## config.mk

```make
export PLATFORM = sky130hd
export DESIGN_NAME = ofcc_hue
export DESIGN_NICKNAME = d
export VERILOG_FILES = /design/src/hdl/ofcc_pkg.sv /design/src/hdl/ofcc_hue.sv
export SDC_FILE = /design/constraint.sdc
export NUM_CORES = 2
export LEC_CHECK = 0
export BUFFER_PORTS_ARGS = -buffer_cell sky130_fd_sc_hd__buf_4
export CAP_MARGIN = 20
export CORE_UTILIZATION = 66
export DETAILED_ROUTE_END_ITERATION = 16
export MAX_ROUTING_LAYER = met4
export PLACE_DENSITY_LB_ADDON = 0.25
export SYNTH_ARGS = -nofsm -noshare
export SYNTH_HDL_FRONTEND = slang
export SYNTH_SLANG_ARGS = --single-unit
```

## constraint.sdc

```tcl
create_clock -name clk -period 9.17 [get_ports clk]
set_input_delay 1.834 -clock clk [delete_from_list [all_inputs] [get_ports clk]]
set_output_delay 1.834 -clock clk [all_outputs]
set_load 0.05 [all_outputs]
```

## src/hdl/ofcc_pkg.sv

```systemverilog
// ofcc_pkg: shared types, fixed-point constants and helpers for the flow color coder
// no dependencies; used by ofcc_value, ofcc_hue, optical_flow_color_coder_unit and the bench
package ofcc_pkg;

  localparam int FLOW_FRAC_BITS = 12;
  localparam int NORM_FRAC      = 24;

  // magnitude square root: input is x*x+y*y scaled up to Q48
  localparam int SQ_SHIFT = 2 * (NORM_FRAC - FLOW_FRAC_BITS);
  localparam int SQ_W     = 32 + SQ_SHIFT;
  localparam int SQ_H     = SQ_W / 2;

  localparam logic [24:0] SHIFT_Q24 = 25'd16760439;
  localparam logic [24:0] UPPER_Q24 = 25'd18438160;
  localparam int          LOG_STEPS = 20;
  localparam logic [17:0] LOG2_UPPER_Q20 = 18'd142807;
  localparam int          DIV_STEPS = 19;
  localparam logic [16:0] ONE_Q16 = 17'd65536;

  localparam int CORDIC_STEPS = 16;
  localparam int CW           = 28;
  localparam int ZW           = 21;
  localparam int TURN_UNITS   = 393216;
  localparam int HALF_TURN    = 196608;
  localparam int CORDIC_ANGLE [CORDIC_STEPS] = '{
    49152, 29016, 15331, 7782, 3906, 1955, 978, 489,
    244, 122, 61, 31, 15, 8, 4, 2
  };

  // pipeline depths
  localparam int VAL_LAT  = 1 + SQ_H + 1 + LOG_STEPS + DIV_STEPS + 1;
  localparam int HUE_LAT  = 1 + CORDIC_STEPS + 1;
  localparam int HUE_DLY  = VAL_LAT - HUE_LAT;
  localparam int PIPE_LAT = VAL_LAT + 2;

  // hue sectors of 60 degrees
  localparam logic [2:0] SEC_RED_UP    = 3'd0;
  localparam logic [2:0] SEC_GREEN_UP  = 3'd1;
  localparam logic [2:0] SEC_GREEN_TOP = 3'd2;
  localparam logic [2:0] SEC_BLUE_UP   = 3'd3;
  localparam logic [2:0] SEC_BLUE_TOP  = 3'd4;

  typedef struct packed {
    logic signed [15:0] flow_x;
    logic signed [15:0] flow_y;
  } in_t;

  typedef struct packed {
    logic [7:0] blue;
    logic [7:0] green;
    logic [7:0] red;
  } out_t;

  // arithmetic right shift that rounds toward zero
  function automatic logic signed [CW-1:0] shr_trunc(input logic signed [CW-1:0] v,
                                                     input int sh);
    logic signed [CW-1:0] m;
    m = v[CW-1] ? -v : v;
    m = m >>> sh;
    return v[CW-1] ? -m : m;
  endfunction

endpackage

```

## src/hdl/ofcc_hue.sv

```systemverilog
// ofcc_hue: pipelined CORDIC vectoring of the reversed flow vector into hue units
// depends on ofcc_pkg
module ofcc_hue (
  input  logic               clk,
  input  logic               en,
  input  logic signed [15:0] x,
  input  logic signed [15:0] y,
  output logic [18:0]        hue
);
  import ofcc_pkg::*;

  logic signed [CW-1:0] u0, v0;
  logic signed [CW-1:0] cu_r [CORDIC_STEPS+1];
  logic signed [CW-1:0] cv_r [CORDIC_STEPS+1];
  logic signed [ZW-1:0] cz_r [CORDIC_STEPS+1];

  assign u0 = -(CW'(x)) <<< 8;
  assign v0 = -(CW'(y)) <<< 8;

  // fold the left half plane onto the right one
  always_ff @(posedge clk) begin
    if (en) begin
      if (u0 < 0) begin
        cu_r[0] <= -u0;
        cv_r[0] <= -v0;
        cz_r[0] <= ZW'(HALF_TURN);
      end else begin
        cu_r[0] <= u0;
        cv_r[0] <= v0;
        cz_r[0] <= '0;
      end
    end
  end

  for (genvar i = 0; i < CORDIC_STEPS; i++) begin : g_cordic
    logic signed [CW-1:0] su, sv;
    assign su = shr_trunc(cu_r[i], i);
    assign sv = shr_trunc(cv_r[i], i);
    always_ff @(posedge clk) begin
      if (en) begin
        if (cv_r[i] >= 0) begin
          cu_r[i+1] <= cu_r[i] + sv;
          cv_r[i+1] <= cv_r[i] - su;
          cz_r[i+1] <= cz_r[i] + ZW'(CORDIC_ANGLE[i]);
        end else begin
          cu_r[i+1] <= cu_r[i] - sv;
          cv_r[i+1] <= cv_r[i] + su;
          cz_r[i+1] <= cz_r[i] - ZW'(CORDIC_ANGLE[i]);
        end
      end
    end
  end

  logic signed [ZW-1:0] zf;
  logic [18:0]          h_r;

  assign zf = cz_r[CORDIC_STEPS];

  // angle never reaches a full turn, only negatives need wrapping
  always_ff @(posedge clk) begin
    if (en) begin
      h_r <= zf[ZW-1] ? 19'(zf + ZW'(TURN_UNITS)) : 19'(zf);
    end
  end

  assign hue = h_r;

endmodule

```

# Word-level counts from Yosys, hierarchy flattened
# Memory sizes are Yosys's and may differ from the RTL's.
# Cells that the tools add are included.
[totals]
reg_bits = 19
ram_bits = 1309
input_bits = 34
output_inout_bits = 19
wordCells = 455
mem_count = 3
[op_classes]
add_sub_neg = 165
n_lt_le_gt_ge = 17
muxes = 218
bitwise_logic = 51
[mem_list]
columns = ["memory", "depth", "width", "rd", "rd_ports_with_merged_regs", "write_ports", "line_no", "rtl"]
rows = [
  ["cu_r", 17, 28, 16, 0, 17, "ofcc_hue.sv:13", "logic signed [CW-1:0] cu_r [CORDIC_STEPS+1];"],
  ["cv_r", 17, 28, 16, 0, 17, "ofcc_hue.sv:14", "logic signed [CW-1:0] cv_r [CORDIC_STEPS+1];"],
  ["cz_r", 17, 21, 17, 0, 17, "ofcc_hue.sv:15", "logic signed [ZW-1:0] cz_r [CORDIC_STEPS+1];"],
]
[op_table]
columns = ["cell", "n"]
rows = [
  ["two-way mux 28 bit", 98],
  ["negator 28 bit", 36],
  ["adder 28 bit", 32],
  ["subtractor 28 bit", 32],
  [">= comparator 28 x 1 -> 1 bit, second input constant", 16],
  ["two-way mux 21 bit", 17],
  ["two-way mux 1 bit", 102],
  ["negator 13 -> 28 bit", 2],
  ["negator 14 -> 28 bit", 2],
  ["negator 15 -> 28 bit", 2],
  ["negator 16 -> 28 bit", 2],
  ["negator 17 -> 28 bit", 2],
  ["negator 18 -> 28 bit", 2],
  ["negator 19 -> 28 bit", 2],
  ["negator 20 -> 28 bit", 2],
  ["negator 21 -> 28 bit", 2],
  ["negator 22 -> 28 bit", 2],
  ["negator 23 -> 28 bit", 2],
  ["negator 24 -> 28 bit", 2],
  ["negator 25 -> 28 bit", 2],
  ["negator 26 -> 28 bit", 2],
  ["negator 27 -> 28 bit", 2],
  ["OR 1 bit", 51],
  ["adder 21 x 5 -> 21 bit, second input constant", 2],
  ["other kinds (33)", 35],
]

# Longest topological paths before layout
# An unclocked memory read counts as a cell.
[depth]
ltp_word = 7
mapped_depth = 32

# Worst setup path after synthesis
# No wires, ideal clock.
[synth_timing]
kind = "input-to-reg"
from = "in en"
to = "mem cv_r[3][25], data pin"
setup_time_ns = 0.258
arrival_time_ns = 6.689
slack_ns = 2.224
stages = 23
n_path_buf = 4
cell_sequence = "clkbuf_1 > clkbuf_1 > clkbuf_1 > nand2_1 > inv_1 > clkbuf_1 > nor2_1 > xor2_1 > ha_1 > fa_1 > a21o_1 > a21oi_1 > o21bai_1 > a21oi_1 > o21ai_0 > a211oi_1 > nor2_1 > or4b_2 > a31oi_1 > nor2b_1 > o21ai_0 > nor2b_1 > xnor2_1"
[synth_lines]
columns = ["element", "line_no", "rtl"]
rows = [
  ["start, declared", "ofcc_hue.sv:5", "input logic en,"],
  ["end, declared", "ofcc_hue.sv:14", ""],
]

==> reports/results.ini <==
[outcome]
status = complete, no violations

[timing]
post-route-period-util_pct = 85.22
fmax_mhz = 128.0
final.min_clock_period_ps = 7815
relSlewSlack_pct = 22.84
worst_slew_pin_slew_ps = 1147
skew_ps = 73.59
setup-violations-final = 0
rsz0062_at_grt = false
finalHoldViolations = 0
drv_slew = 0
fin_tns_setup_ps = 0

[worst_setup_path]
arrival_ps = 8350
critPathMaxStageDelay_ps = 750
cp.required_ps = 9700
path_cells = or4_1 > o21ai_0 > xor2_1 > ha_1 > inv_1 > or4b_1 > or4_1 > o21ai_0 > a21o_1 > o41ai_1 > a32oi_1 > o41ai_2 > xnor2_1 > ha_1 > o21ai_0 > nand2b_1 > a21oi_1 > or4b_2 > a31oi_1 > nor2b_1 > o21ai_0 > a21oi_1 > a31oi_1 > xnor2_1
worst_setup_path_end_kind = register
crit_type = reg -> reg
cp-start-kind = register
worstPathMaxFanout = 10
rr_worst_depth = 24
crit_slowest_cell = or4b_1
critical_path.most_common_cell = o21ai_0

[clock_tree]
clock_latency_ps = 840
cts-root-buf = clkbuf_16
cts_buffers = 117
clkSinkCount = 1085
cts_setup_buffers = 0
htree_levels = 3
hold_buffers = 0
cts_resized = 0
path_clk_slew_ps = 60
clk_path_buf_depth = 3
cts_tree = yes

[drt]
routed_wl_mm = 357.2
drc_errors = 0
drt-pass1-iter-count = 9
wl_per_cell_um = 22.09
vias = 108500
routed_via_density = 6.706
drt_iter0_markers = 10210
ant_nets = 0

[logic_synthesis]
synth.most_common_cell = xnor2_1
syn_inst = 13910
ys_seq_area_share_pct = 27.51
synth_area_per_cell_um2 = 8.514
ys_async_sr_fraction_pct = 0
netlist_area_mm2 = 0.1184
yosys_most_used_dff = edfxtp_1
synth-warning-count = 0
synthesis.nets = 15040
synth_top_area_share_pct = 27.51
synthTopCellsByArea = edfxtp_1, ha_1, xnor2_1, xor2_1, a21oi_1
synthDominantAreaCellType = edfxtp_1
synth_edf_count = 1085
synth_cell_types = 111
synth_common_cells = xnor2_1, nor2_1, edfxtp_1, ha_1, nand2_1
ys_ff_latch = 1085

[floorplanning]
die-area_mm2 = 0.1811
initial_core_util_pct = 66.38
rows = 155
core-area_mm2 = 0.1784
die_x_um = 425.6
die_h_um = 425.6
boundaryPins = 53

[global_routing]
grt_use_total_pct = 38.97
antenna_found_initial = 4
grt_pass1_wl_mm = 549.9
grt_pass1_vias = 103500
grt_max_degree = 175
grt_overflow = 0

[place]
post-dp-hpwl_mm = 280.5
port_buffers = 51
place_congestion = 1.051

[worst_hold_path]
min_path_type = reg -> reg
whs_path_depth = 0

[layout]
final_nets = 14840
area_delta_synth_final_pct = 5.439
drive_above_1_share_pct = 4.416

[flow_run]
drv_cap = 0

[cell type report]
cell class              count  area [um^2]
clock inverters            83         1115
multi-input cells       11860        82180
inverters                 510         1914
well taps                2355         2947
diodes                      4        10.01
clock buffers             136         3020
fillers                 13880        53550
repair buffers            143         1109
flip-flops and latches   1085        32580
[state kept, by name, indices dropped and copies added, names as in the netlist]
| name | cells |
|---|---|
| hue | 18 |
| cz_r | 290 |
| cv_r | 387 |
| cu_r | 390 |
[per-layer routing]
layer | track usage, % | vias to the layer above | part of all wire [%]
li1 | - | 51000 | -
met1 | 42.69 | 50920 | 37
met2 | 65.06 | 5086 | 48
met3 | 4.615 | 1447 | 6.7
met4 | 29.17 | 0 | 8.4
met5 | - | - | 0
[worst max-delay path, delay by kind of cell, from the launching register on]
family	cells	cell delay, ps
compound gates	12	2780
xor+xnor	3	610
fa+ha+maj	2	820
buf+inv	1	140
flops	1	390
simple gates	6	2810
[worst paths after layout]
check | from | to | slack, ps
worst max-delay path | cv_r[5][2] | cu_r[6][27] | 1360
worst min-delay path | cz_r[16][1] | hue[1] | 420
worst max register to register | cv_r[5][2] | cu_r[6][27] | 1360
worst min register to register | cz_r[16][1] | hue[1] | 420
[placed cells by master, fill, tap and decap left out, types with 48 or more instances in the layout]
cell,count
nor2_1,1236
o31ai_1,137
nor4_1,163
ha_1,1059
nand2b_1,138
and4_1,56
or2_2,139
buf_4,138
a21oi_1,937
a41oi_1,63
nor2b_1,195
or3_1,192
nor3_1,451
nand3_1,424
nand2_1,1057
and2_1,113
a21boi_0,95
xor2_1,789
o31a_1,48
a211oi_1,94
a31oi_1,226
inv_1,491
o21bai_1,110
xnor2_1,1333
a21o_1,274
o41ai_1,65
mux2i_1,152
o21ai_0,867
and3_1,172
nor3b_1,48
nand4_1,164
clkbuf_16,118
edfxtp_1,1085
o211ai_1,82
or4_1,89
o21a_1,159
[through the flow]
stage	std cells	utilization, %	cell area (um^2)	setup slack [ps]	hold WS [ps]
floorplan	13910	-	118400	2224	400.3
global placement	15950	67.65	120700	1596	401.5
detailed placement	15950	67.65	120700	1545	404.5
CTS	16170	69.97	124800	1506	418.7
global route	16170	69.99	124900	880.0	425.6
finish	16170	69.99	124900	1355	419.0
[kinds of logic after synthesis]
logic type,after synthesis,synth area share (%)
adders and majority gates,1097,11.82
and+or+nand+nor,4790,20.17
muxes,198,1.722
DFF,1085,27.51
AOI/OAI and AO/OA,3643,19.87
xor gates and xnor gates,2127,15.79
buffers and inverters,970,3.112
other,1,0.003166
Power is left out: the tool's default activity adds up to more than one toggle a clock period on the data nets, which glitch-free logic cannot reach.
